==> src/hw/rtl/path_gradient_smoother_assert.svh <==
// Assertion macros used by the path smoother top level.
`ifndef PATH_GRADIENT_SMOOTHER_ASSERT_SVH
`define PATH_GRADIENT_SMOOTHER_ASSERT_SVH

`ifndef SYNTH

`define PGS_ASSERT(name, clk, rst, prop) \
  name: assert property (@(posedge clk) disable iff (rst) (prop)) \
    else $error("%m: assertion failed");

`define PGS_ASSERT_IMPL(name, clk, rst, ante, cons) \
  name: assert property (@(posedge clk) disable iff (rst) (ante) |-> (cons)) \
    else $error("%m: assertion failed");

`define PGS_ASSERT_NEXT(name, clk, rst, ante, cons) \
  name: assert property (@(posedge clk) disable iff (rst) (ante) |=> (cons)) \
    else $error("%m: assertion failed");

`else

`define PGS_ASSERT(name, clk, rst, prop)
`define PGS_ASSERT_IMPL(name, clk, rst, ante, cons)
`define PGS_ASSERT_NEXT(name, clk, rst, ante, cons)

`endif

`endif

==> src/hw/rtl/pgs_pkg.sv <==
// Shared widths, register codes and control types of the path smoother.
package pgs_pkg;

  localparam int CoordW  = 32;
  localparam int AxisN   = 3;
  localparam int PointW  = CoordW * AxisN;
  localparam int WeightW = 16;
  localparam int TolW    = 32;
  localparam int SumW    = 40;
  localparam int SqW     = 64;
  localparam int RootW   = 32;

  localparam logic [WeightW-1:0] DataWeightRst   = 16'd32768;
  localparam logic [WeightW-1:0] SmoothWeightRst = 16'd6554;
  localparam logic [TolW-1:0]    StopTolRst      = 32'd66;

  localparam int CfgAddrW = 2;
  localparam int CfgDataW = 32;
  localparam logic [CfgAddrW-1:0] CfgDataWeight   = 2'd0;
  localparam logic [CfgAddrW-1:0] CfgSmoothWeight = 2'd1;
  localparam logic [CfgAddrW-1:0] CfgStopTol      = 2'd2;

  typedef struct packed {
    logic store;
    logic cap_prev;
    logic cap_cur;
    logic cap_next;
    logic mul_data;
    logic calc_t;
    logic mul_smooth;
    logic calc_nw;
    logic wb;
    logic cap_orig;
    logic square;
    logic sum_sq;
    logic acc;
    logic clr_sum;
    logic out_load;
  } dp_cmd_t;

  typedef struct packed {
    logic root_done;
    logic converged;
  } dp_status_t;

endpackage

==> src/hw/rtl/pgs_ctrl.sv <==
// Controller: load, sweep and emit sequencing of the path smoother.
module pgs_ctrl #(
  parameter int MAX_POINTS = 64,
  parameter int MAX_SWEEPS = 4096,
  parameter int IdxW = $clog2(MAX_POINTS),
  parameter int CntW = $clog2(MAX_POINTS + 1),
  parameter int SwW  = $clog2(MAX_SWEEPS + 1)
) (
  input  logic                clk,
  input  logic                rst,
  input  logic                in_valid,
  input  logic                in_last,
  output logic                in_ready,
  input  logic                out_ready,
  output logic                out_valid,
  output logic                out_last,
  output logic                out_flag,
  output pgs_pkg::dp_cmd_t    cmd,
  input  pgs_pkg::dp_status_t status,
  output logic [IdxW-1:0]     waddr,
  output logic [IdxW-1:0]     raddr
);

  localparam logic [4:0] ST_LOAD    = 5'd0;
  localparam logic [4:0] ST_SW_RD0  = 5'd1;
  localparam logic [4:0] ST_SW_RD1  = 5'd2;
  localparam logic [4:0] ST_SW_RD2  = 5'd3;
  localparam logic [4:0] ST_PT_RDN  = 5'd4;
  localparam logic [4:0] ST_PT_MUL  = 5'd5;
  localparam logic [4:0] ST_PT_T    = 5'd6;
  localparam logic [4:0] ST_PT_S    = 5'd7;
  localparam logic [4:0] ST_PT_NW   = 5'd8;
  localparam logic [4:0] ST_PT_WB   = 5'd9;
  localparam logic [4:0] ST_PT_SQ   = 5'd10;
  localparam logic [4:0] ST_PT_SUM  = 5'd11;
  localparam logic [4:0] ST_PT_ROOT = 5'd12;
  localparam logic [4:0] ST_SW_END  = 5'd13;
  localparam logic [4:0] ST_EM_RD   = 5'd14;
  localparam logic [4:0] ST_EM_LD   = 5'd15;
  localparam logic [4:0] ST_EM_OUT  = 5'd16;

  logic [4:0]      state, state_next;
  logic [IdxW-1:0] idx, idx_next;
  logic [CntW-1:0] npts, npts_next;
  logic [SwW-1:0]  sweeps, sweeps_next;
  logic            nc, nc_next;

  logic [IdxW-1:0] idx_inc;
  logic [CntW-1:0] cnt_inc;
  logic [SwW-1:0]  sweeps_inc;

  assign idx_inc    = idx + IdxW'(1);
  assign cnt_inc    = CntW'(idx) + CntW'(1);
  assign sweeps_inc = sweeps + SwW'(1);
  assign out_last   = (cnt_inc == npts);
  assign out_flag   = nc;

  always_comb begin
    state_next  = state;
    idx_next    = idx;
    npts_next   = npts;
    sweeps_next = sweeps;
    nc_next     = nc;
    cmd         = '0;
    waddr       = idx;
    raddr       = idx;
    in_ready    = 1'b0;
    out_valid   = 1'b0;
    case (state)
      ST_LOAD: begin
        in_ready = 1'b1;
        if (in_valid) begin
          cmd.store = 1'b1;
          // A full store closes the path even without the last flag.
          if (in_last || idx == IdxW'(MAX_POINTS - 1)) begin
            npts_next   = cnt_inc;
            idx_next    = '0;
            nc_next     = 1'b0;
            sweeps_next = '0;
            state_next  = (cnt_inc >= CntW'(3)) ? ST_SW_RD0 : ST_EM_RD;
          end else begin
            idx_next = idx_inc;
          end
        end
      end
      ST_SW_RD0: begin
        raddr         = '0;
        cmd.clr_sum   = 1'b1;
        state_next    = ST_SW_RD1;
      end
      ST_SW_RD1: begin
        cmd.cap_prev = 1'b1;
        raddr        = IdxW'(1);
        state_next   = ST_SW_RD2;
      end
      ST_SW_RD2: begin
        cmd.cap_cur = 1'b1;
        idx_next    = IdxW'(1);
        state_next  = ST_PT_RDN;
      end
      ST_PT_RDN: begin
        raddr      = idx_inc;
        state_next = ST_PT_MUL;
      end
      ST_PT_MUL: begin
        cmd.cap_next = 1'b1;
        cmd.mul_data = 1'b1;
        state_next   = ST_PT_T;
      end
      ST_PT_T: begin
        cmd.calc_t = 1'b1;
        state_next = ST_PT_S;
      end
      ST_PT_S: begin
        cmd.mul_smooth = 1'b1;
        state_next     = ST_PT_NW;
      end
      ST_PT_NW: begin
        cmd.calc_nw = 1'b1;
        state_next  = ST_PT_WB;
      end
      ST_PT_WB: begin
        cmd.wb     = 1'b1;
        raddr      = idx_inc;
        state_next = ST_PT_SQ;
      end
      ST_PT_SQ: begin
        cmd.cap_orig = 1'b1;
        cmd.square   = 1'b1;
        state_next   = ST_PT_SUM;
      end
      ST_PT_SUM: begin
        cmd.sum_sq = 1'b1;
        state_next = ST_PT_ROOT;
      end
      ST_PT_ROOT: begin
        if (status.root_done) begin
          cmd.acc = 1'b1;
          if (cnt_inc + CntW'(1) >= npts) begin
            state_next = ST_SW_END;
          end else begin
            idx_next   = idx_inc;
            state_next = ST_PT_RDN;
          end
        end
      end
      ST_SW_END: begin
        sweeps_next = sweeps_inc;
        if (status.converged) begin
          idx_next   = '0;
          state_next = ST_EM_RD;
        end else if (sweeps_inc >= SwW'(MAX_SWEEPS)) begin
          nc_next    = 1'b1;
          idx_next   = '0;
          state_next = ST_EM_RD;
        end else begin
          state_next = ST_SW_RD0;
        end
      end
      ST_EM_RD: begin
        state_next = ST_EM_LD;
      end
      ST_EM_LD: begin
        cmd.out_load = 1'b1;
        state_next   = ST_EM_OUT;
      end
      ST_EM_OUT: begin
        out_valid = 1'b1;
        if (out_ready) begin
          if (out_last) begin
            idx_next   = '0;
            state_next = ST_LOAD;
          end else begin
            idx_next   = idx_inc;
            state_next = ST_EM_RD;
          end
        end
      end
      default: begin
        state_next = ST_LOAD;
      end
    endcase
  end

  always_ff @(posedge clk) begin
    if (rst) begin
      state  <= ST_LOAD;
      idx    <= '0;
      npts   <= '0;
      sweeps <= '0;
      nc     <= 1'b0;
    end else begin
      state  <= state_next;
      idx    <= idx_next;
      npts   <= npts_next;
      sweeps <= sweeps_next;
      nc     <= nc_next;
    end
  end

endmodule

==> config.mk <==
export PLATFORM = sky130hd
export DESIGN_NAME = pgs_ctrl
export DESIGN_NICKNAME = d
export VERILOG_FILES = /design/src/hw/rtl/path_gradient_smoother_assert.svh /design/src/hw/rtl/pgs_pkg.sv /design/src/hw/rtl/pgs_ctrl.sv
export SDC_FILE = /design/constraint.sdc
export NUM_CORES = 1
export LEC_CHECK = 0
export BUFFER_PORTS_ARGS = -buffer_cell sky130_fd_sc_hd__buf_2
export CAP_MARGIN = 20
export CELL_PAD_IN_SITES_DETAIL_PLACEMENT = 0
export CELL_PAD_IN_SITES_GLOBAL_PLACEMENT = 1
export CORE_UTILIZATION = 40
export CTS_CLUSTER_DIAMETER = 50
export DETAILED_ROUTE_END_ITERATION = 10
export PLACE_DENSITY = 0.88
export SLEW_MARGIN = 10
export SYNTH_ARGS = -nofsm -noshare
export SYNTH_HDL_FRONTEND = slang
export SYNTH_SLANG_ARGS = --single-unit
==> constraint.sdc <==
create_clock -name clk -period 3.8 [get_ports clk]
set_input_delay 0.57 -clock clk [delete_from_list [all_inputs] [get_ports clk]]
set_output_delay 0.57 -clock clk [all_outputs]
set_load 0.01 [all_outputs]
==> results of run 1 <==
[Yosys cell counts, types with 2 or more instances]
| library cell | number | area (sq um) |
|---|---|---|
| sky130_fd_sc_hd__buf_2 | 4 | 20.0 |
| sky130_fd_sc_hd__or3_1 | 3 | 18.8 |
| sky130_fd_sc_hd__a31oi_1 | 4 | 25.0 |
| sky130_fd_sc_hd__a211oi_1 | 8 | 60.1 |
| sky130_fd_sc_hd__o32ai_1 | 4 | 35.0 |
| sky130_fd_sc_hd__inv_1 | 16 | 60.1 |
| sky130_fd_sc_hd__dfxtp_1 | 32 | 641 |
| sky130_fd_sc_hd__or2_2 | 3 | 18.8 |
| sky130_fd_sc_hd__nor4_2 | 4 | 50.1 |
| sky130_fd_sc_hd__mux2i_1 | 3 | 30.0 |
| sky130_fd_sc_hd__nand2b_1 | 8 | 50.1 |
| sky130_fd_sc_hd__clkbuf_1 | 9 | 33.8 |
| sky130_fd_sc_hd__nor3_1 | 15 | 75.1 |
| sky130_fd_sc_hd__nand4_1 | 4 | 25.0 |
| sky130_fd_sc_hd__and2_1 | 2 | 12.5 |
| sky130_fd_sc_hd__a22oi_1 | 3 | 22.5 |
| sky130_fd_sc_hd__nand2_1 | 20 | 75.1 |
| sky130_fd_sc_hd__buf_4 | 2 | 15.0 |
| sky130_fd_sc_hd__nand3_1 | 7 | 35.0 |
| sky130_fd_sc_hd__or4_1 | 4 | 30.0 |
| sky130_fd_sc_hd__nor2_1 | 46 | 173 |
| sky130_fd_sc_hd__ha_1 | 10 | 125 |
| sky130_fd_sc_hd__o21bai_1 | 3 | 22.5 |
| sky130_fd_sc_hd__o21ai_0 | 16 | 80.1 |
| sky130_fd_sc_hd__nor4_1 | 6 | 37.5 |
| sky130_fd_sc_hd__xor2_1 | 5 | 43.8 |
| sky130_fd_sc_hd__a21oi_1 | 11 | 55.1 |
| sky130_fd_sc_hd__nand3b_1 | 3 | 22.5 |
| sky130_fd_sc_hd__a211o_1 | 4 | 35.0 |
| sky130_fd_sc_hd__xnor2_1 | 19 | 166 |
| sky130_fd_sc_hd__nor2b_1 | 2 | 12.5 |
[power by group through the flow]
stage / sequential (mW) / clock (mW) / combinational, mW
floorplan: 0.414 / 0 / 0.645
global route: 0.476 / 0.283 / 0.898
CTS: 0.462 / 0.269 / 0.809
finish: 0.465 / 0.263 / 0.822
detailed placement: 0.471 / 0 / 0.806
global placement: 0.469 / 0 / 0.818
[flip-flops by register name, indices dropped and copies added, names as in the netlist]
signal,cells
out_flag,1
state,5
sweeps,13
waddr,6
npts,7
[critical path: stages, from the launching register on]
cell,delay (ns)
sky130_fd_sc_hd__dfxtp_1,0.48
sky130_fd_sc_hd__nand3_1,0.20
sky130_fd_sc_hd__xnor2_1,0.66
sky130_fd_sc_hd__nor2_1,0.18
sky130_fd_sc_hd__nand4bb_1,0.15
sky130_fd_sc_hd__o21ai_0,0.09
sky130_fd_sc_hd__ha_1,0.32
sky130_fd_sc_hd__a21o_1,0.16
sky130_fd_sc_hd__a21oi_1,0.05
sky130_fd_sc_hd__nor4_1,0.29
sky130_fd_sc_hd__o31a_1,0.34
sky130_fd_sc_hd__nor2_1,0.16
sky130_fd_sc_hd__o311ai_0,0.30
[per-layer routing]
metal	vias to the layer above	GRT usage, %	routed length (um)
met5	-	0	0
met1	1093	29.9	2980
met2	106	32.2	2780
met4	0	5.27	62
met3	9	4.23	484
li1	1172	-	-
[layout by cell type (no fill, tap or decap), types with 5 or more instances in the layout]
cell type and instances:
sky130_fd_sc_hd__a211oi_1 8, sky130_fd_sc_hd__a21oi_1 11, sky130_fd_sc_hd__buf_2 37, sky130_fd_sc_hd__clkbuf_8 5
sky130_fd_sc_hd__dfxtp_1 32, sky130_fd_sc_hd__ha_1 10, sky130_fd_sc_hd__inv_1 16, sky130_fd_sc_hd__nand2_1 20
sky130_fd_sc_hd__nand2b_1 8, sky130_fd_sc_hd__nand3_1 7, sky130_fd_sc_hd__nor2_1 46, sky130_fd_sc_hd__nor3_1 15
sky130_fd_sc_hd__nor4_1 6, sky130_fd_sc_hd__o21ai_0 16, sky130_fd_sc_hd__xnor2_1 18, sky130_fd_sc_hd__xor2_1 5
[per-stage QoR]
step	worst slack (ns)	power [mW]	util [%]
2_1_floorplan	0.780	1.06	-
3_3_place_gp	0.538	1.29	46.3
3_5_place_dp	0.295	1.28	46.3
4_1_cts	0.259	1.54	47.9
5_1_grt	0.0438	1.66	48.0
6_report	0.304	1.55	48.0
[cells by family (layout without fill, tap and decap cells)]
| logic type | Yosys count | after routing | synth area share [%] |
|---|---|---|---|
| simple gates | 139 | 139 | 32.5 |
| compound gates | 66 | 66 | 18.6 |
| buf+inv | 33 | 64 | 6.00 |
| flops | 32 | 32 | 26.7 |
| xor+xnor | 25 | 25 | 9.75 |
| fa+ha+maj | 10 | 10 | 5.22 |
| mux | 3 | 3 | 1.25 |
[final timing paths]
kind | from | to | slack (ns)
max | waddr[2]$_SDFFE_PP0P_ | waddr[2]$_SDFFE_PP0P_ | 0.30
min | out_flag$_SDFFE_PP0P_ | out_flag$_SDFFE_PP0P_ | 0.49
max reg2reg | waddr[2]$_SDFFE_PP0P_ | waddr[2]$_SDFFE_PP0P_ | 0.30
min reg2reg | out_flag$_SDFFE_PP0P_ | out_flag$_SDFFE_PP0P_ | 0.49
[what timing repair did]
action / 4_1_cts / 5_1_grt
hold buffers: 0 / 0
setup endpoints to repair: 0 / 2
gates resized for setup: 0 / 1
[area by class of cell]
class | count | area, sq um
inverters | 16 | 60.1
flip-flops and latches | 32 | 641
well taps | 72 | 90.1
multi-input cells | 243 | 1620
clock inverters | 3 | 18.8
fillers | 584 | 2930
clock buffers | 5 | 68.8
repair buffers | 40 | 208
==> reports/summary.txt, run 1 <==
RUN STATUS
-------------------------------------------------------------------------------------
Result of the run                                                        finished, final reports clean

SYNTHESIS
-------------------------------------------------------------------------------------
Share of the yosys chip area belonging to registers                             26.7%
Async SR Flop Fraction                                                             0%
Most used flip-flop cell after synthesis                                 sky130_fd_sc_hd__dfxtp_1
Flip-flop and latch count after synthesis                                          32
Post-synthesis cell area                                                 0.00240 sq mm
Syn_nets                                                                          325
Yosys cell types                                                                   59
Cell count after synthesis                                                        308
Number of enable flip-flop cells after synthesis                                    0
Syn_area_per_cell                                                          7.79 sq um
Warning count from the yosys run                                                    0

FINAL LAYOUT
-------------------------------------------------------------------------------------
Ant. Diodes                                                                         0
P&R area growth vs syn                                                          12.9%
Final std cells w/o fill                                                          411
Ratio of cells with drive above 1 in the final layout                           18.9%
Net count of the finished layout                                                  355
Final design instance area without fill                                  0.00271 sq mm

STA
-------------------------------------------------------------------------------------
Min cycle time layout                                                         3.50 ns
Max frequency                                                                 286 MHz
Slew at the pin closest to its max-slew limit                                0.824 ns
Fin crit share                                                                  92.0%
Final worst hold slack                                                       0.490 ns
Final setup TNS                                                                  0 ns
Clk_skew                                                                   0.00584 ns
Normalized max-slew margin                                                      45.0%
Setup repair after global routing missed its margin                                no
Final Hold Violating Endpoints                                                      0
Total count of max-transition violations in the final report                        0
Number of failing setup endpoints in the final timing report                        0

SETUP PATH
-------------------------------------------------------------------------------------
Setup crit start kind                                                        register
Largest driver fanout on the critical path                                          7
Worst R2R Path Depth                                                               12
Required time reported for the critical path endpoint                         3.98 ns
Critical Path End Type                                                       register
Type of the setup path with the least slack                                reg -> reg
Arrival time reported for the critical path endpoint                          3.68 ns

ROUTING
-------------------------------------------------------------------------------------
Detail-routed via count per cell                                                 5.79
Detailed-router iteration count before antenna repair                               5
Detailed Route Iter0 Violations                                                   180
Post-DR wirelength/cell                                                       15.3 um
Number of DRC violations after detailed routing                                     0
Post-DRT Antenna Nets                                                               0
Drt total wl                                                                  6310 um
Via count                                                                       2,380

POWER
-------------------------------------------------------------------------------------
Cell internal pwr                                                            0.822 mW
Standby leakage power                                                         1.03 nW
Relative contribution of sequential cells to total power                        30.0%
Clock Power Share                                                               17.0%
Share of power burned in combinational logic                                    53.0%
Net switching power of the design                                            0.728 mW
Maximum vdd drop                                                           0.000255 V
Sw frac                                                                         47.0%
Pwr Density                                                               573 mW/mm^2

CLOCK NETWORK
-------------------------------------------------------------------------------------
Maximum root-to-sink buffer count                                                   2
Clock tree from TritonCTS                                                         yes
Sinks on the clock net                                                             32
Root buffer cell                                                         sky130_fd_sc_hd__clkbuf_8
CTS HTree Levels                                                                    2
Clock latency at the later pin of the worst-skew pair                         0.29 ns
Cts bufs inserted                                                                   5
Clock-pin slew of the registers on the worst-case setup and hold paths        0.07 ns
Buffers inserted during post-CTS setup optimization                                 0

FLOORPLAN
-------------------------------------------------------------------------------------
Die outline height                                                            79.4 um
Core Box Area                                                            0.00564 sq mm
Standard-cell row count                                                            27
Initial Utilization                                                             42.5%
Die width                                                                     79.4 um
IO Pins                                                                            38
DIE AREA                                                                 0.00631 sq mm

PLACE
-------------------------------------------------------------------------------------
DP Cell Count                                                                     403
Gp weighted congestion                                                          0.912
Post-placement cell area                                                 0.00261 sq mm
DPL Wire Length                                                               4730 um
Number of input and output port buffers inserted                                   37

GLOBAL ROUTING
-------------------------------------------------------------------------------------
Global-route congestion overflow total                                              0
Number of global-route vias before repair                                       2,083
Antenna violations before repair                                                    0
Wire length of the first global-routing pass                                10,300 um
GRT Resource Usage Total                                                        21.1%
Pin count of the biggest net entering global routing                               27

WORST HOLD PATH
-------------------------------------------------------------------------------------
Hold-critical path depth                                                            2
Worst min-delay path category                                              reg -> reg

RUN
-------------------------------------------------------------------------------------
Reported max-cap violation count                                                    0

Power figures use the tool's default switching activity.
==> run 2: changes to the inputs <==
--- a/config.mk
+++ b/config.mk
@@ -5,6 +5,7 @@
 export SDC_FILE = /design/constraint.sdc
 export NUM_CORES = 1
 export LEC_CHECK = 0
+export ABC_AREA = 1
 export BUFFER_PORTS_ARGS = -buffer_cell sky130_fd_sc_hd__buf_2
 export CAP_MARGIN = 20
 export CELL_PAD_IN_SITES_DETAIL_PLACEMENT = 0
@@ -12,7 +13,7 @@
 export CORE_UTILIZATION = 40
 export CTS_CLUSTER_DIAMETER = 50
 export DETAILED_ROUTE_END_ITERATION = 10
-export PLACE_DENSITY = 0.88
+export PLACE_DENSITY = 0.91
 export SLEW_MARGIN = 10
 export SYNTH_ARGS = -nofsm -noshare
 export SYNTH_HDL_FRONTEND = slang
==> run 2 against run 1 <==
Total power rose by 11%. Global-route usage fell by 0.40 points. Sequential cell count did not move. Cell count rose by 21%. Largest cell class unchanged. Largest power group unchanged.
==> reports/summary.txt, run 2 <==
RUN STATUS
-------------------------------------------------------------------------------------
Result of the run                                                        finished, final reports clean   unchanged

FINAL LAYOUT
-------------------------------------------------------------------------------------
Net count of the finished layout                                                  441   was 355
Ratio of cells with drive above 1 in the final layout                           23.6%   was 18.9%
Ant. Diodes                                                                         0   unchanged
Final design instance area without fill                                  0.00283 sq mm   was 0.00271 sq mm
P&R area growth vs syn                                                          12.7%   was 12.9%
Most frequent standard cell in the layout excluding fill and tap cells   sky130_fd_sc_hd__nand2_1   was sky130_fd_sc_hd__nor2_1
Footprint of the multi-input gates                                       0.00157 sq mm   was 0.00162 sq mm
Max FFs per register                                                               13   unchanged
Seq. cell area                                                              641 sq um   unchanged
Register containing the most flip-flops in the final layout                    sweeps   unchanged
Highest-count cells in the layout ignoring fill and taps                 sky130_fd_sc_hd__nand2_1 (72), sky130_fd_sc_hd__inv_1 (55), sky130_fd_sc_hd__nor2_1 (44), sky130_fd_sc_hd__buf_2 (37), sky130_fd_sc_hd__dfxtp_1 (32)   was sky130_fd_sc_hd__nor2_1 (46), sky130_fd_sc_hd__buf_2 (37), sky130_fd_sc_hd__dfxtp_1 (32), sky130_fd_sc_hd__nand2_1 (20), sky130_fd_sc_hd__xnor2_1 (18)
Fillers                                                                           636   was 584

SYNTHESIS
-------------------------------------------------------------------------------------
Number of enable flip-flop cells after synthesis                                    0   unchanged
Async SR Flop Fraction                                                             0%   unchanged
Most frequently used cell type in the post-synthesis netlist             sky130_fd_sc_hd__nand2_1   was sky130_fd_sc_hd__nor2_1
Leading post-synthesis cells by cell area                                sky130_fd_sc_hd__dfxtp_1 (26%), sky130_fd_sc_hd__nand2_1 (11%), sky130_fd_sc_hd__inv_1 (8.2%)   was sky130_fd_sc_hd__dfxtp_1 (27%), sky130_fd_sc_hd__nor2_1 (7.2%), sky130_fd_sc_hd__xnor2_1 (6.9%)
Syn_nets                                                                          403   was 325
Share of the yosys chip area belonging to registers                             25.5%   was 26.7%
Area share of the largest cell type after synthesis                             25.5%   was 26.7%
Cell types with the highest counts after synthesis                       sky130_fd_sc_hd__nand2_1 (72), sky130_fd_sc_hd__inv_1 (55), sky130_fd_sc_hd__nor2_1 (44), sky130_fd_sc_hd__dfxtp_1 (32), sky130_fd_sc_hd__a21oi_1 (30)   was sky130_fd_sc_hd__nor2_1 (46), sky130_fd_sc_hd__dfxtp_1 (32), sky130_fd_sc_hd__nand2_1 (20), sky130_fd_sc_hd__xnor2_1 (19)
Most used flip-flop cell after synthesis                                 sky130_fd_sc_hd__dfxtp_1   unchanged
Flip-flop and latch count after synthesis                                          32   unchanged
Cell type with the largest total area after synthesis                    sky130_fd_sc_hd__dfxtp_1   unchanged
Warning count from the yosys run                                                    0   unchanged
Cell count after synthesis                                                        386   was 308
Syn_area_per_cell                                                          6.50 sq um   was 7.79 sq um
Post-synthesis cell area                                                 0.00251 sq mm   was 0.00240 sq mm
Yosys cell types                                                                   36   was 59

STA
-------------------------------------------------------------------------------------
Final setup TNS                                                                  0 ns   unchanged
Min cycle time layout                                                         3.16 ns   was 3.50 ns
Total count of max-transition violations in the final report                        0   unchanged
Normalized max-slew margin                                                      66.5%   was 45.0%
Final worst hold slack                                                       0.474 ns   was 0.490 ns
Final setup margin                                                           0.641 ns   was 0.304 ns
Clk_skew                                                                   0.00537 ns   was 0.00584 ns
Final Hold Violating Endpoints                                                      0   unchanged
Fin crit share                                                                  83.1%   was 92.0%
Max frequency                                                                 317 MHz   was 286 MHz
Setup repair after global routing missed its margin                                no   unchanged
Number of failing setup endpoints in the final timing report                        0   unchanged
Slew at the pin closest to its max-slew limit                                0.501 ns   was 0.824 ns

PLACE
-------------------------------------------------------------------------------------
Pre-CTS setup slack                                                          0.697 ns   was 0.295 ns
Gp weighted congestion                                                          0.882   was 0.912
DPL Wire Length                                                               5130 um   was 4730 um
Post-placement cell area                                                 0.00275 sq mm   was 0.00261 sq mm
Number of input and output port buffers inserted                                   37   unchanged

FLOORPLAN
-------------------------------------------------------------------------------------
Core Box Area                                                            0.00599 sq mm   was 0.00564 sq mm
Die outline height                                                            81.2 um   was 79.4 um
Die width                                                                     81.2 um   was 79.4 um
IO Pins                                                                            38   unchanged
Standard-cell row count                                                            28   was 27
DIE AREA                                                                 0.00659 sq mm   was 0.00631 sq mm
Initial Utilization                                                             41.9%   was 42.5%

SETUP PATH
-------------------------------------------------------------------------------------
Crit-path slowest cell                                                   sky130_fd_sc_hd__dfxtp_1   was sky130_fd_sc_hd__xnor2_1
Setup crit start kind                                                        register   unchanged
Critical Path End Type                                                       register   unchanged
Worst r2r dst                                                            waddr[2]$_SDFFE_PP0P_   unchanged
Arrival time reported for the critical path endpoint                          3.34 ns   was 3.68 ns
Top Family by Delay on Critical Path                                     simple AND/OR/NAND/NOR gates   unchanged
First element of the critical path                                       waddr[0]$_SDFFE_PP0P_   was waddr[2]$_SDFFE_PP0P_
Chain of cells forming the critical path                                 inv_1 > ha_1 > nor2_1 > nand2_1 > nor3_1 > xor2_1 > ha_1 > nand2_1 > o21a_1 > o211ai_1 > nand2_1 > nand3_2 > inv_2 > o21ai_1 > nand2_1 > inv_1   was nand3_1 > xnor2_1 > nor2_1 > nand4bb_1 > o21ai_0 > ha_1 > a21o_1 > a21oi_1 > nor4_1 > o31a_1 > nor2_1 > o311ai_0
Most used cell along the critical path                                   sky130_fd_sc_hd__nand2_1   was sky130_fd_sc_hd__nor2_1
Crit path depth                                                                    16   was 12
Stage delay of the slowest cell on the critical path                          0.54 ns   was 0.66 ns
Type of the setup path with the least slack                                reg -> reg   unchanged
Crit path to                                                             waddr[2]$_SDFFE_PP0P_   unchanged
Number of buffers and inverters on the critical path                                3   was 0
Largest driver fanout on the critical path                                         11   was 7
Worst r2r src                                                            waddr[0]$_SDFFE_PP0P_   was waddr[2]$_SDFFE_PP0P_
Required time reported for the critical path endpoint                         3.98 ns   about the same
Setup slack on the worst flop-to-flop path                                    0.64 ns   was 0.30 ns
Worst R2R Path Depth                                                               16   was 12

GLOBAL ROUTING
-------------------------------------------------------------------------------------
GRT Resource Usage Total                                                        20.7%   was 21.1%
Number of global-route vias before repair                                       2,261   was 2,083
Antenna violations before repair                                                    0   unchanged
Wire length of the first global-routing pass                                10,600 um   was 10,300 um
Pin count of the biggest net entering global routing                               17   was 27
Global-route congestion overflow total                                              0   unchanged

CLOCK NETWORK
-------------------------------------------------------------------------------------
Clock tree from TritonCTS                                                         yes   unchanged
Cts bufs inserted                                                                   5   unchanged
CTS HTree Levels                                                                    2   unchanged
Clock-pin slew of the registers on the worst-case setup and hold paths        0.07 ns   about the same
Buffers inserted during post-CTS setup optimization                                 0   unchanged
Clock latency at the later pin of the worst-skew pair                         0.28 ns   was 0.29 ns
Maximum root-to-sink buffer count                                                   2   unchanged
Number of hold buffers added after cts                                              0   unchanged
Root buffer cell                                                         sky130_fd_sc_hd__clkbuf_8   unchanged
Post-CTS sizing                                                                     0   unchanged
Sinks on the clock net                                                             32   unchanged

WORST HOLD PATH
-------------------------------------------------------------------------------------
Hold-critical path depth                                                            2   unchanged
Worst min-delay path category                                              reg -> reg   unchanged

ROUTING
-------------------------------------------------------------------------------------
Post-DRT Antenna Nets                                                               0   unchanged
Detailed-router iteration count before antenna repair                               4   was 5
Drt total wl                                                                  6300 um   was 6310 um
Number of DRC violations after detailed routing                                     0   unchanged
Detail-routed via count per cell                                                 4.95   was 5.79
Post-DR wirelength/cell                                                       12.6 um   was 15.3 um
Detailed Route Iter0 Violations                                                   103   was 180
Via count                                                                       2,469   was 2,380

POWER
-------------------------------------------------------------------------------------
Maximum vdd drop                                                           0.000368 V   was 0.000255 V
Pwr Density                                                               607 mW/mm^2   was 573 mW/mm^2
Standby leakage power                                                         1.41 nW   was 1.03 nW

RUN
-------------------------------------------------------------------------------------
Reported max-cap violation count                                                    0   unchanged

==> run 2: stage by stage <==
| step | total power, mW | utilization (%) | std cells |
|---|---|---|---|
| floorplan | 1.20 | - | 386 |
| global placement | 1.46 | 45.9 | 492 |
| detailed placement | 1.46 | 45.9 | 492 |
| CTS | 1.72 | 47.2 | 499 |
| global route | 1.87 | 47.2 | 499 |
| finish | 1.72 | 47.2 | 499 |
==> run 2: where the power goes <==
part	total (mW)	switching, mW	internal [mW]
combinational	1.02	0.670	0.352
sequential	0.448	0.0652	0.383
clock	0.246	0.122	0.124
==> run 2: how the worst min path moves through the flow <==
stage	startpoint	endpoint	slack, ns
2_1_floorplan	sweeps[0]$_SDFFE_PP0P_	sweeps[0]$_SDFFE_PP0P_	0.45
3_3_place_gp	out_flag$_SDFFE_PP0P_	out_flag$_SDFFE_PP0P_	0.45
3_5_place_dp	out_flag$_SDFFE_PP0P_	out_flag$_SDFFE_PP0P_	0.47
4_1_cts	sweeps[12]$_SDFFE_PP0P_	sweeps[12]$_SDFFE_PP0P_	0.49
5_1_grt	sweeps[12]$_SDFFE_PP0P_	sweeps[12]$_SDFFE_PP0P_	0.51
6_report	out_flag$_SDFFE_PP0P_	out_flag$_SDFFE_PP0P_	0.47
==> run 2: logic make-up (layout without fill, tap and decap cells) <==
group / count (synthesis) / after routing / share of synthesized area, %
and+or+nand+nor: 201 / 201 / 41.4
AOI/OAI and AO/OA: 65 / 65 / 14.5
buffers and inverters: 73 / 111 / 11.8
xor gates and xnor gates: 5 / 5 / 1.75
adders and majority gates: 10 / 10 / 4.99
DFF: 32 / 32 / 25.5
==> run 2: tightest hold or removal path: stages (launching register included) <==
cell and delay, ns:
sky130_fd_sc_hd__dfxtp_1 0.33, sky130_fd_sc_hd__a31oi_1 0.04, sky130_fd_sc_hd__nor2_1 0.07
==> run 2: area by class of cell <==
class	count	share of cell area, %
clock inverter	1	0.177
multi-input combinational	281	55.6
inverter	67	9.12
clock buffer	6	2.57
sequential	32	22.7
tap	75	3.32
timing repair buffer	37	6.55
==> run 2: layer usage <==
metal,GRT usage (%),up-vias,share of wire [%]
met4,4.82,0,0.52
met3,3.26,2,4.1
met5,0,-,0
met2,34.5,51,45
met1,27.6,1103,50
li1,-,1313,-
